<file path="config.mk">
export PLATFORM = sky130hd
export DESIGN_NAME = joint_move_sequencer
export DESIGN_NICKNAME = d
export VERILOG_FILES = /design/src/rtl/jms_pkg.sv /design/src/rtl/joint_move_sequencer.sv /design/src/rtl/jms_csr.sv /design/src/rtl/jms_step.sv
export SDC_FILE = /design/constraint.sdc
export NUM_CORES = 1
export LEC_CHECK = 0
export ABC_AREA = 0
export BUFFER_PORTS_ARGS = -buffer_cell sky130_fd_sc_hd__buf_2
export CAP_MARGIN = 20
export CORE_UTILIZATION = 54
export CTS_CLUSTER_SIZE = 24
export DETAILED_ROUTE_END_ITERATION = 12
export PLACE_DENSITY = 0.77
export SLEW_MARGIN = 5
export SYNTH_ARGS = -nofsm -noshare
export SYNTH_HDL_FRONTEND = slang
export SYNTH_SLANG_ARGS = --single-unit
</file>
<file path="constraint.sdc">
create_clock -name clock -period 3.8 [get_ports clock]
set_input_delay 0.19 -clock clock [delete_from_list [all_inputs] [get_ports clock]]
set_output_delay 0.19 -clock clock [all_outputs]
set_load 0.05 [all_outputs]
</file>
<file path="src/rtl/jms_pkg.sv">
// Shared types, constants and helper functions of the joint move sequencer.
package jms_pkg;

   localparam int ANGLE_STEPS = 360;
   localparam int ANGLE_W     = 9;
   localparam int COUNT_W     = 9;
   localparam int CSR_DATA_W  = 32;
   localparam int CSR_ADDR_W  = 5;
   localparam int REQ_DATA_W  = 8;
   localparam int RSP_DATA_W  = 32;

   localparam logic [ANGLE_W-1:0] ANGLE_ZERO = '0;
   localparam logic [ANGLE_W-1:0] ANGLE_LAST = ANGLE_W'(ANGLE_STEPS - 1);
   localparam logic [COUNT_W-1:0] COUNT_MAX  = '1;

   typedef enum logic [1:0] {
      PH_FETCH  = 2'd0,
      PH_PUT    = 2'd1,
      PH_RETURN = 2'd2,
      PH_DONE   = 2'd3
   } phase_type;

   typedef enum logic [1:0] {
      JOINT_BASE  = 2'd0,
      JOINT_LOWER = 2'd1,
      JOINT_UPPER = 2'd2,
      JOINT_NONE  = 2'd3
   } joint_type;

   typedef enum logic [2:0] {
      REG_FETCH_BASE  = 3'd0,
      REG_FETCH_LOWER = 3'd1,
      REG_FETCH_UPPER = 3'd2,
      REG_PUT_BASE    = 3'd3,
      REG_PUT_LOWER   = 3'd4,
      REG_PUT_UPPER   = 3'd5
   } reg_index_type;

   typedef struct packed {
      logic        [8:0] fetch_base_steps;
      logic signed [8:0] fetch_lower_steps;
      logic        [7:0] fetch_upper_steps;
      logic signed [9:0] put_base_steps;
      logic signed [9:0] put_lower_steps;
      logic signed [9:0] put_upper_steps;
   } cfg_type;

   typedef struct packed {
      phase_type                    phase;
      logic [2:0][ANGLE_W-1:0]      angle;
      logic [2:0][COUNT_W-1:0]      fetch_count;
      logic [2:0][COUNT_W-1:0]      put_count;
   } state_type;

   typedef struct packed {
      logic      step_up;
      joint_type moved_joint;
   } move_type;

   // Magnitude of a 10 bit signed count, clipped to what a step counter holds.
   function automatic logic [COUNT_W-1:0] step_mag(input logic [9:0] v);
      logic [9:0] a;
      a = v[9] ? (~v + 10'd1) : v;
      return (a > {1'b0, COUNT_MAX}) ? COUNT_MAX : a[COUNT_W-1:0];
   endfunction

   // One degree up or down with wrap.
   function automatic logic [ANGLE_W-1:0] rotate(input logic [ANGLE_W-1:0] a,
                                                 input logic up);
      logic [ANGLE_W-1:0] r;
      if (up) begin
         r = (a >= ANGLE_LAST) ? ANGLE_ZERO : a + ANGLE_W'(1);
      end else begin
         r = (a == ANGLE_ZERO) ? ANGLE_LAST : a - ANGLE_W'(1);
      end
      return r;
   endfunction

endpackage

</file>
<file path="src/rtl/joint_move_sequencer.sv">
// Top level of the joint move sequencer: request register, state, result register.
//
//   channel  | direction | word
//   req_     | in        | tdata[0] advance
//   rsp_     | out       | tdata angles, phase, moved joint, step direction
//   csr_     | in/out    | six step-count registers at byte address 4*index
//
// One word per cycle sustained while the result side accepts; each word passes
// through the request register and then lands in the result register.
// The joint state updates as a word moves into the result register.
// Reset is synchronous and clears the state, the step-count registers and both valids.
// A stalled result holds; a new request is still taken while the request
// register is empty or is moving forward.
module joint_move_sequencer (
   input  logic                           clock,
   input  logic                           reset,
   // request stream
   input  logic                           req_tvalid,
   output logic                           req_tready,
   input  logic [jms_pkg::REQ_DATA_W-1:0] req_tdata,   // [0] advance, [7:1] zero
   // result stream
   output logic                           rsp_tvalid,
   input  logic                           rsp_tready,
   output logic [jms_pkg::RSP_DATA_W-1:0] rsp_tdata,   // [8:0] base_angle,
                                                       // [17:9] lower_angle,
                                                       // [26:18] upper_angle,
                                                       // [28:27] phase,
                                                       // [30:29] moved_joint,
                                                       // [31] step_up
   // configuration
   input  logic                           csr_psel,
   input  logic                           csr_penable,
   input  logic                           csr_pwrite,
   input  logic [jms_pkg::CSR_ADDR_W-1:0] csr_paddr,
   input  logic [jms_pkg::CSR_DATA_W-1:0] csr_pwdata,
   output logic [jms_pkg::CSR_DATA_W-1:0] csr_prdata,
   output logic                           csr_pready
);
   import jms_pkg::*;

   cfg_type                cfg;
   state_type              state_ff;
   state_type              state_in;
   move_type               move_in;
   logic                   in_vld_ff;
   logic                   adv_ff;
   logic                   out_vld_ff;
   logic [RSP_DATA_W-1:0]  out_data_ff;
   logic [RSP_DATA_W-1:0]  out_data_in;
   logic                   fire;

   jms_csr u_csr (
      .clock       (clock),
      .reset       (reset),
      .csr_psel    (csr_psel),
      .csr_penable (csr_penable),
      .csr_pwrite  (csr_pwrite),
      .csr_paddr   (csr_paddr),
      .csr_pwdata  (csr_pwdata),
      .csr_prdata  (csr_prdata),
      .csr_pready  (csr_pready),
      .cfg         (cfg)
   );

   jms_step u_step (
      .cfg     (cfg),
      .cur     (state_ff),
      .advance (adv_ff),
      .nxt     (state_in),
      .move    (move_in)
   );

   // handshake: the request register moves when the result slot frees up
   assign fire       = in_vld_ff && (!out_vld_ff || rsp_tready);
   assign req_tready = !in_vld_ff || fire;
   assign rsp_tvalid = out_vld_ff;
   assign rsp_tdata  = out_data_ff;

   assign out_data_in = {move_in.step_up, move_in.moved_joint, state_in.phase,
                         state_in.angle[2], state_in.angle[1], state_in.angle[0]};

   // request register
   always_ff @(posedge clock) begin
      if (reset) begin
         in_vld_ff <= 1'b0;
      end else if (req_tready) begin
         in_vld_ff <= req_tvalid;
      end
   end

   always_ff @(posedge clock) begin
      if (req_tready && req_tvalid) begin
         adv_ff <= req_tdata[0];
      end
   end

   // motion state, all zero is the fetch phase at home
   always_ff @(posedge clock) begin
      if (reset) begin
         state_ff <= '0;
      end else if (fire) begin
         state_ff <= state_in;
      end
   end

   // result register
   always_ff @(posedge clock) begin
      if (reset) begin
         out_vld_ff <= 1'b0;
      end else if (fire) begin
         out_vld_ff <= 1'b1;
      end else if (rsp_tready) begin
         out_vld_ff <= 1'b0;
      end
   end

   always_ff @(posedge clock) begin
      if (fire) begin
         out_data_ff <= out_data_in;
      end
   end

endmodule

</file>
<file path="src/rtl/jms_csr.sv">
// Configuration register file with an APB-style write/read port.
module jms_csr (
   input  logic                          clock,
   input  logic                          reset,
   input  logic                          csr_psel,
   input  logic                          csr_penable,
   input  logic                          csr_pwrite,
   input  logic [jms_pkg::CSR_ADDR_W-1:0] csr_paddr,
   input  logic [jms_pkg::CSR_DATA_W-1:0] csr_pwdata,
   output logic [jms_pkg::CSR_DATA_W-1:0] csr_prdata,
   output logic                          csr_pready,
   output jms_pkg::cfg_type              cfg
);
   import jms_pkg::*;

   cfg_type       cfg_ff;
   cfg_type       cfg_in;
   reg_index_type idx;
   logic          wr_en;

   assign csr_pready = 1'b1;
   assign idx        = reg_index_type'(csr_paddr[4:2]);
   assign wr_en      = csr_psel && csr_penable && csr_pwrite;
   assign cfg        = cfg_ff;

   // write decode
   always_comb begin
      cfg_in = cfg_ff;
      if (wr_en) begin
         case (idx)
            REG_FETCH_BASE:  cfg_in.fetch_base_steps  = csr_pwdata[8:0];
            REG_FETCH_LOWER: cfg_in.fetch_lower_steps = csr_pwdata[8:0];
            REG_FETCH_UPPER: cfg_in.fetch_upper_steps = csr_pwdata[7:0];
            REG_PUT_BASE:    cfg_in.put_base_steps    = csr_pwdata[9:0];
            REG_PUT_LOWER:   cfg_in.put_lower_steps   = csr_pwdata[9:0];
            REG_PUT_UPPER:   cfg_in.put_upper_steps   = csr_pwdata[9:0];
            default:         cfg_in = cfg_ff;
         endcase
      end
   end

   always_ff @(posedge clock) begin
      if (reset) begin
         cfg_ff <= '0;
      end else begin
         cfg_ff <= cfg_in;
      end
   end

   // read mux, raw register bits zero-extended
   always_comb begin
      case (idx)
         REG_FETCH_BASE:  csr_prdata = {23'd0, cfg_ff.fetch_base_steps};
         REG_FETCH_LOWER: csr_prdata = {23'd0, cfg_ff.fetch_lower_steps};
         REG_FETCH_UPPER: csr_prdata = {24'd0, cfg_ff.fetch_upper_steps};
         REG_PUT_BASE:    csr_prdata = {22'd0, cfg_ff.put_base_steps};
         REG_PUT_LOWER:   csr_prdata = {22'd0, cfg_ff.put_lower_steps};
         REG_PUT_UPPER:   csr_prdata = {22'd0, cfg_ff.put_upper_steps};
         default:         csr_prdata = '0;
      endcase
   end

endmodule

</file>
<file path="src/rtl/jms_step.sv">
// Next-state logic for one motion tick: picks the joint, direction and phase.
module jms_step (
   input  jms_pkg::cfg_type   cfg,
   input  jms_pkg::state_type cur,
   input  logic               advance,
   output jms_pkg::state_type nxt,
   output jms_pkg::move_type  move
);
   import jms_pkg::*;

   logic [COUNT_W-1:0] fetch_lower_mag;
   logic [COUNT_W-1:0] put_base_mag;
   logic [COUNT_W-1:0] put_lower_mag;
   logic [COUNT_W-1:0] put_upper_mag;
   joint_type          moved;
   logic               up;

   assign fetch_lower_mag = step_mag({cfg.fetch_lower_steps[8], cfg.fetch_lower_steps});
   assign put_base_mag    = step_mag(cfg.put_base_steps);
   assign put_lower_mag   = step_mag(cfg.put_lower_steps);
   assign put_upper_mag   = step_mag(cfg.put_upper_steps);

   // joint selection and counters, by phase
   always_comb begin
      nxt   = cur;
      moved = JOINT_NONE;
      up    = 1'b0;
      if (advance) begin
         case (cur.phase)
            PH_FETCH: begin
               if (cur.fetch_count[0] < cfg.fetch_base_steps) begin
                  moved = JOINT_BASE;
                  up    = 1'b1;
                  nxt.fetch_count[0] = cur.fetch_count[0] + COUNT_W'(1);
               end else if (cur.fetch_count[1] < fetch_lower_mag) begin
                  moved = JOINT_LOWER;
                  up    = cfg.fetch_lower_steps[8];
                  nxt.fetch_count[1] = cur.fetch_count[1] + COUNT_W'(1);
               end else if (cur.fetch_count[2] < {1'b0, cfg.fetch_upper_steps}) begin
                  moved = JOINT_UPPER;
                  up    = 1'b0;
                  nxt.fetch_count[2] = cur.fetch_count[2] + COUNT_W'(1);
               end else begin
                  nxt.phase = PH_PUT;
               end
            end
            PH_PUT: begin
               if (cur.put_count[0] < put_base_mag) begin
                  moved = JOINT_BASE;
                  up    = !cfg.put_base_steps[9];
                  nxt.put_count[0] = cur.put_count[0] + COUNT_W'(1);
               end else if (cur.put_count[1] < put_lower_mag) begin
                  moved = JOINT_LOWER;
                  up    = cfg.put_lower_steps[9];
                  nxt.put_count[1] = cur.put_count[1] + COUNT_W'(1);
               end else if (cur.put_count[2] < put_upper_mag) begin
                  moved = JOINT_UPPER;
                  up    = cfg.put_upper_steps[9];
                  nxt.put_count[2] = cur.put_count[2] + COUNT_W'(1);
               end else begin
                  nxt.phase = PH_RETURN;
               end
            end
            PH_RETURN: begin
               // step up toward zero through the wrap
               up = 1'b1;
               if (cur.angle[0] != ANGLE_ZERO) begin
                  moved = JOINT_BASE;
               end else if (cur.angle[1] != ANGLE_ZERO) begin
                  moved = JOINT_LOWER;
               end else if (cur.angle[2] != ANGLE_ZERO) begin
                  moved = JOINT_UPPER;
               end else begin
                  up        = 1'b0;
                  nxt.phase = PH_DONE;
               end
            end
            default: begin
               nxt = cur;
            end
         endcase
      end

      // apply the single-degree move
      case (moved)
         JOINT_BASE:  nxt.angle[0] = rotate(cur.angle[0], up);
         JOINT_LOWER: nxt.angle[1] = rotate(cur.angle[1], up);
         JOINT_UPPER: nxt.angle[2] = rotate(cur.angle[2], up);
         default:     nxt.angle    = cur.angle;
      endcase
   end

   assign move.moved_joint = moved;
   assign move.step_up     = (moved != JOINT_NONE) && up;

endmodule

</file>
# Word level (Yosys, flattened, before mapping)

Cells that the tools add are included.

$add $sub $neg: 16
Multipliers: 0
Divide/modulo/power cells: 0
Order comparisons: 13
Equality and inequality tests: 10
Shifts and indexed selects: 0
Mux-type cells: 67
Bitwise operators: 8
Reductions and logical operators: 35

Operator list:

| kind                                                            | count |
|---|---|
| two-way mux 9 bit                                               | 21 |
| two-way mux 83 bit                                              | 1 |
| adder 9 x 1 -> 9 bit (second input constant)                    | 9 |
| one-hot mux 10 bit (6 select lines)                             | 1 |
| two-way mux 27 bit                                              | 2 |
| one-hot mux 9 bit (2 select lines)                              | 3 |
| < comparator 9 bit                                              | 5 |
| adder 10 x 1 -> 10 bit (second input constant)                  | 4 |
| greater-than comparator 10 x 9 -> 1 bit (second input constant) | 4 |
| two-way mux 10 bit                                              | 4 |
| NOT 10 bit                                                      | 4 |
| two-way mux 18 bit                                              | 2 |
| two-way mux 2 bit                                               | 16 |
| greater-or-equal comparator 9 bit (second input constant)       | 3 |
| logical NOT 9 bit                                               | 3 |
| nonzero test 9 bit                                              | 3 |
| subtractor 9 x 1 -> 9 bit (second input constant)               | 3 |
| two-way mux 1 bit                                               | 14 |
| one-hot mux 2 bit (3 select lines)                              | 2 |
| AND reduction 2 bit                                             | 6 |
| AND reduction 6 bit                                             | 2 |
| AND reduction 5 bit                                             | 2 |
| < comparator 9 x 8 -> 1 bit                                     | 1 |
| AND reduction 4 bit                                             | 2 |
| other kinds (15)                                                | 32 |

Register bits: 174
Bits in latches: 0
RAM bits: 0
ROM bits: 0
Output and inout bits: 67
Logic and storage cells: 169
Memories kept: 0

# Longest topological paths before layout

Gate-level depths: netlist of run 1.

Word-level depth: 14
Depth in mapped cells: 20
Gate-level depth less buffers: 17

# Cells and area by module

From an unflattened synthesis of run 1, not the netlist that was laid out.

Cells, all modules: 1414
Area total of the unflattened synthesis: 12515.8 um2

By module, submodules not included:

| module               | times used | cells an instance | area each (um2) |
|---|---|---|---|
| joint_move_sequencer | 1          | 403               | 4812.1 |
| jms_step             | 1          | 715               | 4773.3 |
| jms_csr              | 1          | 296               | 2930.3 |

# Worst setup path after synthesis of run 1

Ideal clock, no wire load.

Path type: register to register
From: reg u_csr.cfg_ff (netlist bit u_csr.cfg[40])
To: reg out_data_ff[11], in the netlist rsp_tdata[11] (data pin)
Setup time: 0.254 ns
Arrival: 3.662 ns
Data required time: 3.546 ns
Slack: -0.115 ns
Cell stages (with the launch flop): 15
Buffers on the path: 2
Clock period less this slack: 3.915 ns
Cells stage by stage: dfxtp_1 > or3_1 > or2_2 > or4_1 > ha_1 > a21oi_1 > nand2_1 > or4_1 > a311oi_1 > a21oi_1 > inv_2 > buf_2 > buf_4 > o221ai_1 > a21o_1

RTL lines:

| item                   | RTL line                    | text |
|---|---|---|
| from (decl)            | jms_csr.sv:16               | `cfg_type cfg_ff;` |
| from (signal assigned) | jms_csr.sv:46               | `cfg_ff <= cfg_in;` |
| to (signal assigned)   | joint_move_sequencer.sv:119 | `out_data_ff <= out_data_in;` |
| to (decl)              | joint_move_sequencer.sv:48  | `logic [RSP_DATA_W-1:0] out_data_ff;` |

==> results.py, run 1 <==
metrics = {
    "critical_path": {
        "cp.required_ps": 4100,
        "path_class": "register to register",
        "slowest_stage": "a311o_2",
        "crit_family": "compound AO/OA/AOI/OAI gates",
        "crit_fanout": 5,
        "cp-end-kind": "register",
        "cp_slowest_stage_delay_ps": 430,
        "cp.arrival_ps": 4310,
        "path_common_cell": "buf_4",
        "path_cells": "nor4_4 > buf_4 > buf_4 > a21oi_4 > xor2_1 > nor2_2 > ha_4 > a211oi_4 > a32oi_4 > buf_6 > buf_4 > buf_4 > o221a_4 > a21o_1 > a311o_2 > buf_6 > or3_1 > nand3_1",
        "worst-path-buf-inv": 6,
        "start_kind": "register",
    },
    "drt": {
        "routed_wirelength_um": 29100,
        "drc": 0,
        "drt_iter0_drc": 869,
        "ant_nets": 0,
        "wire_per_inst_um": 17.1,
        "vias": 10100,
        "drt_first_pass_iters": 5,
        "drt-vias-per-instance": 5.95,
    },
    "placement": {
        "dpl_worst_slack_ps": -214,
        "hpwl_um": 19300,
        "gp_congestion": 0.890,
        "io_buffers": 64,
    },
    "cells_and_area": {
        "fin_util": 0.689,
        "mostFrequentLayoutCell": "nor2_1",
        "final_nets": 1539,
        "multi_input_area_um2": 7200,
        "areaGrowthSynthToFinish_pct": 23.8,
        "fillerInstances": 1506,
        "drive_gt1_frac": 0.249,
        "diodes": 0,
        "ff_latch_area_um2": 3820,
        "layout_common_cells": "nor2_1, dfxtp_1, buf_4",
    },
    "synthesis": {
        "synth_flop_cell": "dfxtp_1",
        "synth.distinct_cells": 78,
        "synth-seq-cells": 174,
        "synth-edff-count": 33,
        "ys_warn_count": 0,
        "syn_inst": 1293,
        "avgSynthCellArea_um2": 8.46,
        "synth_area_um2": 10900,
        "ys_seq_area_frac": 0.348,
        "postSynth.asyncResetShare": 0,
    },
    "floorplanning": {
        "core_um2": 19700,
        "dieArea_um2": 20800,
        "die_w_um": 144,
        "io_pins": 119,
        "row_count": 51,
        "initial_core_util": 0.557,
        "die_h_um": 144,
    },
    "min_path": {
        "min_path_type": "primary input to register",
    },
    "sta": {
        "skew_ps": 11.0,
        "rsz0062_at_grt": "yes",
        "setup_viol": 37,
        "drv_slew": 0,
        "tightest_slew_ps": 1080,
        "fin_setup_tns_ps": -2800,
        "timing.final.crit_share": 1.05,
        "fin_ws_ps": -207,
        "worst_slew_margin_rel": 0.280,
        "post-route-min-period_ps": 4010,
        "finalHoldViolCount": 0,
        "fmax_mhz": 250,
    },
    "clock_tree": {
        "cts_root_buffer": "clkbuf_16",
        "cts_sinks": 174,
        "cts_max_level": 4,
        "clk_latency_ps": 440,
        "cts_made_buffers": 17,
        "cts_tree": "done",
        "clk_pin_slew_ps": 70,
        "clockBufferDepth": 2,
    },
    "global_route": {
        "grt_pass1_vias": 9189,
        "grt_overflow_total": 0,
        "grt_pass1_wl_um": 44900,
        "grt_usage": 0.274,
        "antenna_found_initial": 0,
        "grt_max_degree": 71,
    },
    "pwr": {
        "share_comb_of_total_power": 0.155,
        "swShare": 0.283,
        "seqPwrFrac": 0.436,
        "vdd_drop_max_uv": 324,
        "power.internal_uw": 3200,
        "pwr-share-clk": 0.409,
        "p_sw_uw": 1260,
        "p_leak_uw": 0.00546,
        "p_per_area_nw_per_um2": 330,
        "power_uw": 4470,
    },
    "status": {
        "status": "complete, but fails checks",
        "violations": "setup timing",
    },
    "flow_run": {
        "max-cap-violations": 0,
    },
}
-- worst paths after layout --
| check | to | cells after the start | slack (ps) | from |
|---|---|---|---|---|
| worst max register to register | rsp_tdata[12] | 18 | -210 | u_csr.cfg[12] |
| worst min-delay path | rsp_tvalid | 4 | 50 | rsp_tready |
| worst max-delay path | rsp_tdata[12] | 18 | -210 | u_csr.cfg[12] |
| worst min register to register | state_ff[53] | 2 | 500 | state_ff[53] |
-- Yosys cell counts, types with 4 or more instances --
| library cell | n | area, um2 |
|---|---|---|
| a31o_2 | 5 | 43.8 |
| o31ai_1 | 20 | 150 |
| o311a_1 | 4 | 40.0 |
| mux4_2 | 4 | 90.1 |
| inv_1 | 47 | 176 |
| nor2b_1 | 10 | 62.6 |
| nor3_1 | 25 | 125 |
| a22oi_1 | 4 | 30.0 |
| o221ai_1 | 5 | 43.8 |
| nand2b_1 | 16 | 100 |
| nand3_1 | 30 | 150 |
| mux2i_1 | 87 | 871 |
| a211oi_1 | 17 | 128 |
| edfxtp_1 | 33 | 991 |
| dfxtp_1 | 141 | 2820 |
| o21ai_0 | 47 | 235 |
| o21ai_1 | 4 | 20.0 |
| o211ai_1 | 4 | 30.0 |
| and2_1 | 8 | 50.1 |
| nor4_1 | 4 | 25.0 |
| xnor2_1 | 18 | 158 |
| clkbuf_1 | 59 | 221 |
| a31oi_1 | 21 | 131 |
| a21o_1 | 6 | 45.0 |
| or4_1 | 5 | 37.5 |
| o21a_1 | 11 | 82.6 |
| nand4_1 | 24 | 150 |
| buf_4 | 27 | 203 |
| o41ai_1 | 5 | 43.8 |
| o32ai_1 | 4 | 35.0 |
| buf_2 | 7 | 35.0 |
| or3_1 | 31 | 194 |
| xor2_1 | 37 | 324 |
| ha_1 | 63 | 788 |
| a211o_1 | 4 | 35.0 |
| a21oi_1 | 60 | 300 |
| o221a_2 | 6 | 67.6 |
| and3_1 | 21 | 131 |
| nand2_1 | 92 | 345 |
| and4_1 | 7 | 61.3 |
| nor2_1 | 198 | 743 |
| o22ai_1 | 11 | 68.8 |
-- power by group through the flow --
stage                     clock network, uW  registers (uW)  logic [uW]
after floorplan                           0            2040         365
after global placement                    0            1980         566
after detailed placement                  0            1980         574
after CTS                              1850            1940         615
after global routing                   1920            1950         737
final                                  1830            1950         693
-- worst min-delay path, stage by stage --
cell and delay (ps):
buf_2 70, nor2b_1 60, nor2_1 80, nor2_1 40
-- flip-flops by register name, summed over array words and instances, names as in the netlist --
register	cells
rsp_tdata	32
state_ff	83
in_vld_ff	1
u_csr.cfg	56
rsp_tvalid	1
adv_ff	1
-- per-layer routing --
metal | global-route usage | share of wire | vias up
li1 | - | - | 4885
met1 | 0.345 | 0.42 | 4824
met2 | 0.466 | 0.49 | 360
met3 | 0.0517 | 0.061 | 52
met4 | 0.101 | 0.024 | 0
met5 | 0 | 0 | -
-- logic make-up (layout without fill, tap and decap cells) --
kind of cell	count (synthesis)	count (layout)	share of synthesized area
AO/OA/AOI/OAI	273	273	0.172
adder cells (fa/ha/maj)	63	63	0.0720
flip-flops	174	174	0.348
buffers and inverters	148	271	0.0622
XOR/XNOR	55	55	0.0440
other	2	23	0.000686
multiplexers	93	93	0.0899
AND/OR/NAND/NOR	485	485	0.211
-- timing repair --
item / in CTS / in global routing
hold endpoints to repair: 2 / 0
setup buffers: 9 / 14
gates resized for setup: 68 / 104
endpoints found under the setup margin: 54 / 67
hold buffers: 2 / 0
cloned: 1 / 0
pin swaps: 39 / 42
-- layout make-up --
| class | instances | area share |
|---|---|---|
| tap | 265 | 0.0245 |
| clock buffer | 19 | 0.0343 |
| multi-input combinational | 992 | 0.532 |
| clock inverter | 13 | 0.0107 |
| timing repair inverter | 1 | 0.000554 |
| timing repair buffer | 188 | 0.102 |
| sequential | 174 | 0.282 |
| inverter | 50 | 0.0144 |
-- metrics by stage --
stage	hold slack, ps	std cells	cell area [um2]
floorplan	289	1314	11100
global placement	374	1643	12000
detailed placement	370	1643	12000
CTS	50.9	1687	13000
global route	63.2	1702	13500
finish	53.5	1702	13500
Power figures use the tool's default switching activity.
==> run 2: changes to the inputs <==
Settings changed: PLACE_DENSITY 0.77 to 0.74, SKIP_CTS_REPAIR_TIMING set to 1.
Clock period 3.8 ns to 3.9 ns, I/O delays scaled along.
==> run 2 against run 1 <==
The run ends with hold timing, setup timing left. Non-clock buffer count shrank 9. Clock power down 4%. Critical path depth shrank 4. Global-route usage down 0.62 points. Sequential share of layout area rose by 0.30 points. Worst hold slack got worse by 71 ps. Total power shrank 3.7%. Sequential power fell by 3%. Final area fell by 1.1%. First-iteration DRC count shrank 18%. Critical path type unchanged.
==> results.py, run 2 (synthesis results as in run 1) <==
metrics = {
    "clock_tree": {
        "cts_sinks": 174,
        "clockBufferDepth": 2,
        "cts_max_level": 4,
        "cts_tree": "done",
        "cts_root_buffer": "clkbuf_16",
        "cts_made_buffers": 17,
        "clk_pin_slew_ps": 70,
        "clk_latency_ps": 450,
    },
    "cells_and_area": {
        "layout_common_cells": "nor2_1, dfxtp_1, buf_4",
        "fin_util": 0.682,
        "areaGrowthSynthToFinish_pct": 22.4,
        "largest_reg_flops": 83,
        "mostFrequentLayoutCell": "nor2_1",
        "top_register": "state_ff",
        "diodes": 0,
        "fillerInstances": 1569,
        "final_nets": 1531,
        "drive_gt1_frac": 0.232,
    },
    "sta": {
        "fin_ws_ps": -113,
        "holdWs_ps": -17.6,
        "fmax_mhz": 249,
        "rsz0062_at_grt": "yes",
        "timing.final.crit_share": 1.03,
        "tightest_slew_ps": 1120,
        "skew_ps": 12.5,
        "worst_slew_margin_rel": 0.254,
        "finalHoldViolCount": 1,
        "drv_slew": 0,
        "post-route-min-period_ps": 4010,
        "setup_viol": 12,
    },
    "placement": {
        "hpwl_um": 19400,
        "gp_congestion": 0.897,
        "io_buffers": 64,
        "dpl_worst_slack_ps": -270,
    },
    "min_path": {
        "holdPathStages": 3,
        "min-delay-start": "req_tvalid",
        "min_path_type": "primary input to register",
        "worst_hold_path.endpoint": "in_vld_ff",
    },
    "pwr": {
        "p_leak_uw": 0.00543,
        "power.internal_uw": 3020,
        "swShare": 0.298,
        "p_per_area_nw_per_um2": 321,
        "share_comb_of_total_power": 0.154,
        "vdd_drop_max_uv": 270,
        "seqPwrFrac": 0.440,
        "pwr-share-clk": 0.406,
        "p_sw_uw": 1280,
    },
    "critical_path": {
        "timing.rr.start": "u_csr.cfg[40]",
        "start_kind": "register",
        "cp-end-kind": "register",
        "reg2reg_depth": 14,
        "path_class": "register to register",
        "cp.required_ps": 4080,
        "cp.arrival_ps": 4190,
        "reg2reg_setup_slack_ps": -110,
        "r2r-end": "rsp_tdata[13]",
        "crit_fanout": 6,
    },
    "global_route": {
        "grt_overflow_total": 0,
        "grt_max_degree": 92,
        "grt_usage": 0.268,
        "grt_pass1_vias": 9011,
        "antenna_found_initial": 0,
        "grt_pass1_wl_um": 44100,
    },
    "drt": {
        "drc": 0,
        "drt_iter0_drc": 714,
        "routed_wirelength_um": 29100,
        "vias": 10100,
        "drt-vias-per-instance": 5.95,
        "ant_nets": 0,
        "wire_per_inst_um": 17.2,
        "drt_first_pass_iters": 5,
    },
    "floorplanning": {
        "row_count": 51,
        "core_um2": 19700,
        "io_pins": 119,
        "die_h_um": 144,
        "dieArea_um2": 20800,
        "initial_core_util": 0.557,
        "die_w_um": 144,
    },
    "status": {
        "violations": "hold timing, setup timing",
        "status": "complete, but fails checks",
    },
    "flow_run": {
        "max-cap-violations": 0,
    },
}
## run 2: cell count changes in the layout (fill, tap and decap cells not counted), moves of 4 or more
cell     previous run  this run
buf_6              13         9
o21ai_0            31        39
nor3_1             20        16
o21ai_1            16        11
a21oi_2            10         6
buf_4             104        99
a21oi_1            48        53
## run 2: critical path, cell delays in order, from the launching register on
cell	delay, ps
dfxtp_2	320
or3_4	380
or2_4	240
or4_4	500
ha_4	240
a21oi_2	130
nand2_1	70
or4_4	520
a311oi_4	370
a21oi_4	90
buf_6	160
buf_6	140
buf_4	150
a31oi_1	310
nand3_1	130
## run 2: power groups by stage
| stage | registers, uW | logic, uW | clock network [uW] |
|---|---|---|---|
| after detailed placement | 1930 | 557 | 0 |
| after global placement | 1930 | 549 | 0 |
| final | 1890 | 664 | 1750 |
| after CTS | 1890 | 559 | 1760 |
| after global routing | 1900 | 704 | 1840 |
| after floorplan | 1990 | 355 | 0 |
## run 2: through the flow
step	std cells	cell area [um2]	TNS [ps]	power (uW)
detailed placement	1634	11900	-6580	2490
global route	1694	13400	-4490	4440
floorplan	1314	11000	0	2340
global placement	1634	11900	-4160	2480
CTS	1666	12500	-7420	4210
finish	1694	13400	-313	4300
## run 2: worst max path at each step
| stage | to | from | slack (ps) |
|---|---|---|---|
| floorplan | rsp_tdata[11] | u_csr.cfg[40] | 10 |
| global placement | rsp_tdata[11] | u_csr.cfg[40] | -210 |
| detailed placement | state_ff[69] | u_csr.cfg[40] | -270 |
| CTS | state_ff[69] | u_csr.cfg[40] | -270 |
| global route | rsp_tdata[13] | u_csr.cfg[15] | -220 |
| finish | rsp_tdata[13] | u_csr.cfg[40] | -110 |
## run 2: layer usage
layer  vias up  GRT usage  routed length [um]  part of all wire
met2       385      0.446               14000              0.48
met4         0     0.0970                 808             0.028
li1       4883          -                   -                 -
met5         -          0                   0                 0
met1      4749      0.344               12400              0.43
met3        67     0.0513                1910             0.066
## run 2: cell type report
cell class / count / area, um2 / share of cell area
well taps: 265 / 332 / 0.0248
inverters: 50 / 200 / 0.0149
flip-flops and latches: 174 / 3820 / 0.285
repair inverters: 2 / 16.3 / 0.00121
clock inverters: 14 / 146 / 0.0109
multi-input cells: 992 / 7120 / 0.532
clock buffers: 18 / 439 / 0.0328
repair buffers: 179 / 1320 / 0.0986
